`src/rtl/pkbd_pkg.sv`:
```
package pkbd_pkg;

    localparam int unsigned ROW_W    = 15;
    localparam int unsigned COL_W    = 15;
    localparam int unsigned CHAN_W   = 6;
    localparam int unsigned PIX_W    = ROW_W + COL_W;
    localparam int unsigned TABLE_W  = 22;
    localparam int unsigned BYTE_W   = 8;
    localparam int unsigned CFG_IDX_W = 2;

    localparam logic [CFG_IDX_W-1:0] CFG_ROW_COUNT     = 2'd0;
    localparam logic [CFG_IDX_W-1:0] CFG_COLUMN_COUNT  = 2'd1;
    localparam logic [CFG_IDX_W-1:0] CFG_CHANNEL_COUNT = 2'd2;

    localparam logic [BYTE_W-1:0]  NOOP_CODE = 8'h80;
    localparam logic [15:0]        RLE_WORD  = 16'd1;

    typedef enum logic [2:0] {
        PH_CMP_HI,
        PH_CMP_LO,
        PH_TABLE,
        PH_CONTROL,
        PH_LITERAL,
        PH_REPEAT,
        PH_IDLE
    } t_phase;

    typedef struct packed {
        logic [PIX_W-1:0]   pix_total;
        logic [TABLE_W-1:0] table_len;
        logic [CHAN_W-1:0]  chan_count;
    } t_cfg;

endpackage

```
`src/rtl/packbits_channel_decoder.sv`:
```
// PackBits channel decoder: one byte per cycle while the output is not stalled, with no bubbles.
// A token's last byte is registered at the input, then the token is registered at the output.
// Throughput is set by the single-pass state update between the input and result
// registers; output stall backs up into the input stall.
// Reset (synchronous, active low) returns to awaiting the compression word and
// sets row, column and channel counts to 1.
module packbits_channel_decoder
    import pkbd_pkg::*;
(
    input  logic                 i_clk,
    input  logic                 i_rst_n,
    input  logic                 i_cfg_valid,
    output logic                 o_cfg_ready,
    input  logic [CFG_IDX_W-1:0] i_cfg_index,
    input  logic [ROW_W-1:0]     i_cfg_data,
    input  logic                 i_in_valid,
    output logic                 o_in_stall,
    input  logic [BYTE_W-1:0]    i_in_byte,
    output logic                 o_out_valid,
    input  logic                 i_out_stall,
    output logic [BYTE_W-1:0]    o_pixel_value,
    output logic [7:0]           o_repeat_count,
    output logic [CHAN_W-1:0]    o_channel_index,
    output logic                 o_channel_done,
    output logic                 o_image_done,
    output logic                 o_format_error
);

    t_cfg cfg;

    assign o_cfg_ready = 1'b1;

    pkbd_cfg u_cfg (
        .i_clk       (i_clk),
        .i_rst_n     (i_rst_n),
        .i_cfg_valid (i_cfg_valid),
        .i_cfg_index (i_cfg_index),
        .i_cfg_data  (i_cfg_data),
        .o_cfg       (cfg)
    );

    pkbd_core u_core (
        .i_clk           (i_clk),
        .i_rst_n         (i_rst_n),
        .i_cfg           (cfg),
        .i_in_valid      (i_in_valid),
        .o_in_stall      (o_in_stall),
        .i_in_byte       (i_in_byte),
        .o_out_valid     (o_out_valid),
        .i_out_stall     (i_out_stall),
        .o_pixel_value   (o_pixel_value),
        .o_repeat_count  (o_repeat_count),
        .o_channel_index (o_channel_index),
        .o_channel_done  (o_channel_done),
        .o_image_done    (o_image_done),
        .o_format_error  (o_format_error)
    );

endmodule

```
`src/rtl/pkbd_cfg.sv`:
```
module pkbd_cfg
    import pkbd_pkg::*;
(
    input  logic                 i_clk,
    input  logic                 i_rst_n,
    input  logic                 i_cfg_valid,
    input  logic [CFG_IDX_W-1:0] i_cfg_index,
    input  logic [ROW_W-1:0]     i_cfg_data,
    output t_cfg                 o_cfg
);

    logic [ROW_W-1:0]   r_row_count;
    logic [COL_W-1:0]   r_column_count;
    logic [CHAN_W-1:0]  r_channel_count;
    logic [PIX_W-1:0]   pix_total;
    logic [TABLE_W-1:0] table_len;

    always_ff @(posedge i_clk) begin
        if (!i_rst_n) begin
            r_row_count     <= ROW_W'(1);
            r_column_count  <= COL_W'(1);
            r_channel_count <= CHAN_W'(1);
        end else if (i_cfg_valid) begin
            case (i_cfg_index)
                CFG_ROW_COUNT:     r_row_count     <= i_cfg_data;
                CFG_COLUMN_COUNT:  r_column_count  <= i_cfg_data[COL_W-1:0];
                CFG_CHANNEL_COUNT: r_channel_count <= i_cfg_data[CHAN_W-1:0];
                default: ;
            endcase
        end
    end

    // sizes follow the count registers in the cycle after the write
    always_comb begin
        pix_total = PIX_W'(r_row_count) * PIX_W'(r_column_count);
        table_len = TABLE_W'({(TABLE_W-1)'(r_row_count) * (TABLE_W-1)'(r_channel_count),
                              1'b0});
    end

    assign o_cfg = '{pix_total: pix_total, table_len: table_len,
                     chan_count: r_channel_count};

endmodule

```
`src/rtl/pkbd_core.sv`:
```
module pkbd_core
    import pkbd_pkg::*;
(
    input  logic              i_clk,
    input  logic              i_rst_n,
    input  t_cfg              i_cfg,
    input  logic              i_in_valid,
    output logic              o_in_stall,
    input  logic [BYTE_W-1:0] i_in_byte,
    output logic              o_out_valid,
    input  logic              i_out_stall,
    output logic [BYTE_W-1:0] o_pixel_value,
    output logic [7:0]        o_repeat_count,
    output logic [CHAN_W-1:0] o_channel_index,
    output logic              o_channel_done,
    output logic              o_image_done,
    output logic              o_format_error
);

    logic               r_in_valid;
    logic [BYTE_W-1:0]  r_in_byte;
    t_phase             r_phase, n_phase;
    logic [7:0]         r_cmp_high, n_cmp_high;
    logic [TABLE_W-1:0] r_table_left, n_table_left;
    logic [7:0]         r_literal_left, n_literal_left;
    logic [7:0]         r_run_held, n_run_held;
    logic [PIX_W-1:0]   r_pixels_left, n_pixels_left;
    logic [CHAN_W-1:0]  r_channel, n_channel;

    logic               r_out_valid;
    logic [BYTE_W-1:0]  r_pixel_value;
    logic [7:0]         r_repeat_count;
    logic [CHAN_W-1:0]  r_channel_index;
    logic               r_channel_done, r_image_done, r_format_error;

    logic               advance, load_in, work;
    logic               emit, emit_err, emit_run;
    logic [7:0]         run_cnt;
    logic [PIX_W-1:0]   pix_eff, pix_after;
    logic               cdone, idone;
    logic [8:0]         run_len9;

    assign advance    = !r_out_valid || !i_out_stall;
    assign o_in_stall = r_in_valid && !advance;
    assign load_in    = !o_in_stall;
    assign work       = r_in_valid && advance;

    always_ff @(posedge i_clk) begin
        if (!i_rst_n) begin
            r_in_valid <= 1'b0;
        end else if (load_in) begin
            r_in_valid <= i_in_valid;
        end
    end

    always_ff @(posedge i_clk) begin
        if (load_in) begin
            r_in_byte <= i_in_byte;
        end
    end

    always_comb begin
        run_len9  = 9'd257 - {1'b0, r_in_byte};
        pix_eff   = (r_pixels_left == '0) ? i_cfg.pix_total : r_pixels_left;

        n_phase        = r_phase;
        n_cmp_high     = r_cmp_high;
        n_table_left   = r_table_left;
        n_literal_left = r_literal_left;
        n_run_held     = r_run_held;
        n_pixels_left  = r_pixels_left;
        n_channel      = r_channel;
        emit_err       = 1'b0;
        emit_run       = 1'b0;
        run_cnt        = 8'd1;

        case (r_phase)
            PH_CMP_HI: begin
                n_cmp_high = r_in_byte;
                n_phase    = PH_CMP_LO;
            end
            PH_CMP_LO: begin
                if ({r_cmp_high, r_in_byte} != RLE_WORD) begin
                    emit_err = 1'b1;
                    n_phase  = PH_IDLE;
                end else if (i_cfg.pix_total == '0 || i_cfg.chan_count == '0) begin
                    n_phase = PH_IDLE;
                end else begin
                    n_table_left  = i_cfg.table_len;
                    n_pixels_left = '0;
                    n_channel     = '0;
                    n_phase       = (i_cfg.table_len == '0) ? PH_CONTROL : PH_TABLE;
                end
            end
            PH_TABLE: begin
                n_table_left = r_table_left - TABLE_W'(1);
                if (r_table_left == TABLE_W'(1)) begin
                    n_phase = PH_CONTROL;
                end
            end
            PH_CONTROL: begin
                n_pixels_left = pix_eff;
                if (pix_eff == '0) begin
                    n_phase = PH_IDLE;
                end else if (r_in_byte == NOOP_CODE) begin
                    n_phase = PH_CONTROL;
                end else if (r_in_byte < NOOP_CODE) begin
                    n_literal_left = r_in_byte + 8'd1;
                    n_phase        = PH_LITERAL;
                end else begin
                    n_run_held = run_len9[7:0];
                    n_phase    = PH_REPEAT;
                end
            end
            PH_LITERAL: begin
                n_literal_left = r_literal_left - 8'd1;
                if (r_literal_left == 8'd1) begin
                    n_phase = PH_CONTROL;
                end
                // bytes past the channel's end are swallowed
                emit_run = (r_pixels_left != '0);
                run_cnt  = 8'd1;
            end
            PH_REPEAT: begin
                n_phase = PH_CONTROL;
                if (PIX_W'(r_run_held) > r_pixels_left) begin
                    run_cnt = r_pixels_left[7:0];
                end else begin
                    run_cnt = r_run_held;
                end
                emit_run = (run_cnt != 8'd0);
            end
            default: begin
                n_phase = PH_IDLE;
            end
        endcase

        pix_after = r_pixels_left - PIX_W'(run_cnt);
        cdone     = (pix_after == '0);
        idone     = cdone && (({1'b0, r_channel} + 7'd1) >= {1'b0, i_cfg.chan_count});
        if (emit_run) begin
            n_pixels_left = pix_after;
            if (idone) begin
                n_phase = PH_IDLE;
            end else if (cdone) begin
                n_channel = r_channel + CHAN_W'(1);
            end
        end
        emit = emit_err || emit_run;
    end

    always_ff @(posedge i_clk) begin
        if (!i_rst_n) begin
            r_phase        <= PH_CMP_HI;
            r_cmp_high     <= '0;
            r_table_left   <= '0;
            r_literal_left <= '0;
            r_run_held     <= '0;
            r_pixels_left  <= '0;
            r_channel      <= '0;
        end else if (work) begin
            r_phase        <= n_phase;
            r_cmp_high     <= n_cmp_high;
            r_table_left   <= n_table_left;
            r_literal_left <= n_literal_left;
            r_run_held     <= n_run_held;
            r_pixels_left  <= n_pixels_left;
            r_channel      <= n_channel;
        end
    end

    always_ff @(posedge i_clk) begin
        if (!i_rst_n) begin
            r_out_valid <= 1'b0;
        end else if (advance) begin
            r_out_valid <= work && emit;
        end
    end

    always_ff @(posedge i_clk) begin
        if (work && emit) begin
            if (emit_err) begin
                r_pixel_value   <= '0;
                r_repeat_count  <= '0;
                r_channel_index <= '0;
                r_channel_done  <= 1'b0;
                r_image_done    <= 1'b0;
                r_format_error  <= 1'b1;
            end else begin
                r_pixel_value   <= r_in_byte;
                r_repeat_count  <= run_cnt;
                r_channel_index <= r_channel;
                r_channel_done  <= cdone;
                r_image_done    <= idone;
                r_format_error  <= 1'b0;
            end
        end
    end

    assign o_out_valid     = r_out_valid;
    assign o_pixel_value   = r_pixel_value;
    assign o_repeat_count  = r_repeat_count;
    assign o_channel_index = r_channel_index;
    assign o_channel_done  = r_channel_done;
    assign o_image_done    = r_image_done;
    assign o_format_error  = r_format_error;

endmodule

```
`config.mk`:
```
export PLATFORM = sky130hd
export DESIGN_NAME = packbits_channel_decoder
export DESIGN_NICKNAME = d
export VERILOG_FILES = /design/src/rtl/pkbd_pkg.sv /design/src/rtl/packbits_channel_decoder.sv /design/src/rtl/pkbd_cfg.sv /design/src/rtl/pkbd_core.sv
export SDC_FILE = /design/constraint.sdc
export NUM_CORES = 1
export LEC_CHECK = 0
export BUFFER_PORTS_ARGS = -buffer_cell sky130_fd_sc_hd__buf_2
export CAP_MARGIN = 20
export CORE_ASPECT_RATIO = 1.2
export CORE_MARGIN = 10
export CORE_UTILIZATION = 52
export DETAILED_ROUTE_END_ITERATION = 7
export HOLD_SLACK_MARGIN = 0.02
export PLACE_DENSITY = 0.68
export SLEW_MARGIN = 15
export SYNTH_ARGS = -nofsm -noshare
export SYNTH_HDL_FRONTEND = slang
export SYNTH_SLANG_ARGS = --single-unit
```
`constraint.sdc`:
```
create_clock -name i_clk -period 9 [get_ports i_clk]
set_input_delay 2.25 -clock i_clk [delete_from_list [all_inputs] [get_ports i_clk]]
set_output_delay 2.25 -clock i_clk [all_outputs]
set_load 0.01 [all_outputs]
```
==> impl_metrics.yaml <==
run_status:
  status: "complete, no violations"
floorplan:
  start_util: 0.528
  die_area_sq_um: 45900
  core_sq_um: 37100
  ioPinCount: 58
  fp.dieH_microns: 233
  core.rowCount: 77
  die_width_microns: 197
grt:
  grt_pass1_vias: 17000
  track_usage: 0.239
  grt_max_degree: 56
  antenna_found_initial: 0
  grt_pass1_wl_mm: 89.2
  overflow: 0
final_layout:
  num_antenna_cells: 0
  final_common_cell: "nand2_1"
  fillers: 3426
  fin_cells: 2812
  drive_gt1_frac: 0.0693
  fin_nets: 2730
  mostFrequentLayoutCells: "311 x nand2_1, 249 x inv_1, 221 x fa_1"
  area_growth_pct: 5.35
cts:
  clockBufferDepth: 2
  path_clk_slew_ns: 0.07
  cts_buffers: 17
  clkLatencyLatePin_ns: 0.47
  postCtsHoldBufs: 0
  htree_num_levels: 4
  cts_setup_buffers: 0
  cts_resized: 0
  cts_root_buf: "clkbuf_16"
  cts_tree: "yes"
  clock_sinks: 156
detailed_routing:
  post_drt_via_cell_ratio: 6.00
  wl_mm: 53.2
  drtIter0Drc: 1335
  wl_met2_mm: 25.8
  wl_met1_mm: 22.5
  postRouteAntennaNets: 0
  wl_met3_mm: 3.37
  drc: 0
  dr.max_layer_used: "met4"
  first_pass_iters: 5
  vias: 16900
  wire_per_inst_microns: 18.9
yosys:
  synth_edf_count: 33
  ys.warnings.count: 0
  synth_flop_cell: "dfxtp_1"
  syn_inst: 2366
  yosys_register_bits: 156
  synthArstFlopShare: 0
  netlist_area_sq_um: 19600
  ys_types: 93
  avgSynthCellArea_sq_um: 8.28
  ys_seq_area_frac: 0.176
  synth_nets: 2771
sta:
  drv_slew: 0
  setup_viol: 0
  finalCriticalPeriod_ns: 8.28
  relSlewSlack: 0.311
  fin_setup_tns_ns: 0
  clock_skew_ns: 0.0176
  finalHoldViolations: 0
  clock.fmax_mhz: 121
  tightest_slew_ns: 1.03
  fin_crit_sh: 0.920
  rsz0062_at_grt: "false"
setup_path:
  path_delay_family: "adder cells"
  r2r_cells: 20
  reg2reg_to: "u_core.r_pixels_left[17]$_SDFFE_PN0P_"
  crit_chain: "nand2_1 -> fa_1 -> fa_1 -> fa_1 -> fa_1 -> fa_1 -> inv_1 -> fa_1 -> ha_1 -> a211oi_2 -> nor2_1 -> a211oi_1 -> a211oi_1 -> or4_1 -> o211a_1 -> nor4b_2 -> a31oi_1 -> a21oi_4 -> nor2_1 -> o211ai_1"
  cpMostUsedCell: "fa_1"
  r2r_start: "u_cfg.r_row_count[2]$_SDFFE_PN0P_"
  end_kind: "flop"
  cp_slowest_cell: "dfxtp_1"
  worst-path-buf-inv: 1
  reg2reg_slack_ns: 0.72
  critPathRequiredTime_ns: 9.37
  startpoint_type: "flop"
  max_stage_delay_ns: 0.86
  cp.arrival_ns: 8.66
  crit_type: "flop to flop"
  cp_max_fo: 33
power_and_ir_drop:
  p_per_area_nw_per_um2: 87.6
  leakage_nw: 8.52
  peakVddDrop_mv: 0.140
placement:
  dpl.cell_count: 2780
  port_buffers: 56
  dp_hpwl_mm: 40.9
  finalWeightedCongestion: 0.926
min_path:
  hp-class: "flop to flop"
  min_to: "u_core.r_table_left[19]$_SDFFE_PN0P_"
  hold_start: "u_core.r_table_left[19]$_SDFFE_PN0P_"
  whs_path_depth: 2
flow_run:
  max_cap_viol_count: 0
[power breakdown]
| part | total, mW | leakage, nW | internal [mW] | switching (mW) |
|---|---|---|---|---|
| clock network | 0.717 | 0.271 | 0.368 | 0.349 |
| logic | 0.323 | 6.93 | 0.116 | 0.206 |
| registers | 0.769 | 1.31 | 0.729 | 0.0409 |
| total | 1.81 | 8.52 | 1.21 | 0.597 |
[cell usage after synthesis, drive strengths merged, types with 4 or more instances]
cell | count | area [sq um]
o221a | 11 | 124
o2111ai | 4 | 35.0
o22ai | 11 | 68.8
o31a | 10 | 87.6
nor3b | 6 | 45.0
fa | 221 | 4420
a21o | 23 | 173
nand3b | 6 | 45.0
nor3 | 47 | 240
or2 | 6 | 37.5
o221ai | 6 | 52.6
o21a | 20 | 158
a31oi | 26 | 163
o31ai | 12 | 90.1
ha | 154 | 1930
or4 | 10 | 78.8
nor4 | 23 | 165
and2 | 180 | 1130
and3 | 14 | 87.6
o211ai | 19 | 156
nand3 | 47 | 235
nor2 | 152 | 571
nand4 | 22 | 138
nand2 | 311 | 1170
nand2b | 13 | 81.3
nand4b | 4 | 35.0
o21bai | 13 | 101
inv | 250 | 938
xnor2 | 33 | 289
o21ai | 79 | 407
clkbuf | 120 | 452
xor2 | 25 | 219
nor2b | 14 | 87.6
or3 | 17 | 106
edfxtp | 33 | 991
o32ai | 9 | 86.3
mux2i | 18 | 184
buf | 20 | 123
a21oi | 179 | 922
dfxtp | 123 | 2460
a211oi | 23 | 223
[routing by layer]
| layer | GRT usage | vias up |
|---|---|---|
| met5 | 0 | - |
| met4 | 0.0789 | 0 |
| met3 | 0.0361 | 101 |
| met2 | 0.398 | 589 |
| met1 | 0.311 | 8306 |
| li1 | - | 7868 |
[logic make-up after synthesis]
logic type,after synthesis,synth area share
mux,18,0.00938
simple gates,883,0.222
fa+ha+maj,376,0.325
buf+inv,390,0.0772
compound gates,484,0.164
xor+xnor,58,0.0259
other cells,1,0.000191
flops,156,0.176
[state kept, by name, summed over array words and instances (netlist names), 15 cells and up]
| signal | count |
|---|---|
| u_cfg.r_column_count | 15 |
| u_core.r_pixels_left | 30 |
| u_core.r_table_left | 22 |
| u_cfg.r_row_count | 15 |
[cell type report]
cell class,instances,area [sq um],area share
sequential,156,3450,0.167
tap,474,593,0.0287
inverter,250,938,0.0455
multi-input combinational,1820,14700,0.710
clock inverter,13,108,0.00521
timing repair buffer,80,460,0.0223
clock buffer,19,443,0.0215
[through the flow]
stage                util  cell area, sq um  hold slack, ns  power, mW  worst slack (ns)
global route        0.557             20600           0.490       1.88             0.231
finish              0.557             20600           0.476       1.81             0.716
CTS                 0.557             20600           0.477       1.81             0.726
global placement    0.542             20100           0.446       1.09             0.954
floorplan               -             19600           0.432      0.998              2.04
detailed placement  0.542             20100           0.466       1.10             0.785
[tightest hold or removal path, delay by kind of cell (launching register included)]
family / cells / cell delay, ns
buffers and inverters: 1 / 0.06
flip-flops: 1 / 0.32
AO/OA/AOI/OAI: 1 / 0.05
[worst max path at each step]
stage | depth (start not counted) | to | startpoint
6_report | 20 | u_core.r_pixels_left[17]$_SDFFE_PN0P_ | u_cfg.r_row_count[2]$_SDFFE_PN0P_
5_1_grt | 20 | u_core.r_pixels_left[17]$_SDFFE_PN0P_ | u_cfg.r_row_count[2]$_SDFFE_PN0P_
4_1_cts | 20 | u_core.r_pixels_left[17]$_SDFFE_PN0P_ | u_cfg.r_column_count[0]$_SDFFE_PN1P_
3_5_place_dp | 20 | u_core.r_pixels_left[17]$_SDFFE_PN0P_ | u_cfg.r_column_count[0]$_SDFFE_PN1P_
3_3_place_gp | 21 | u_core.r_pixels_left[18]$_SDFFE_PN0P_ | u_cfg.r_column_count[0]$_SDFFE_PN1P_
2_1_floorplan | 22 | u_core.r_literal_left[2]$_SDFFE_PN0P_ | u_cfg.r_column_count[0]$_SDFFE_PN1P_
(Power assumes the default switching activity.)
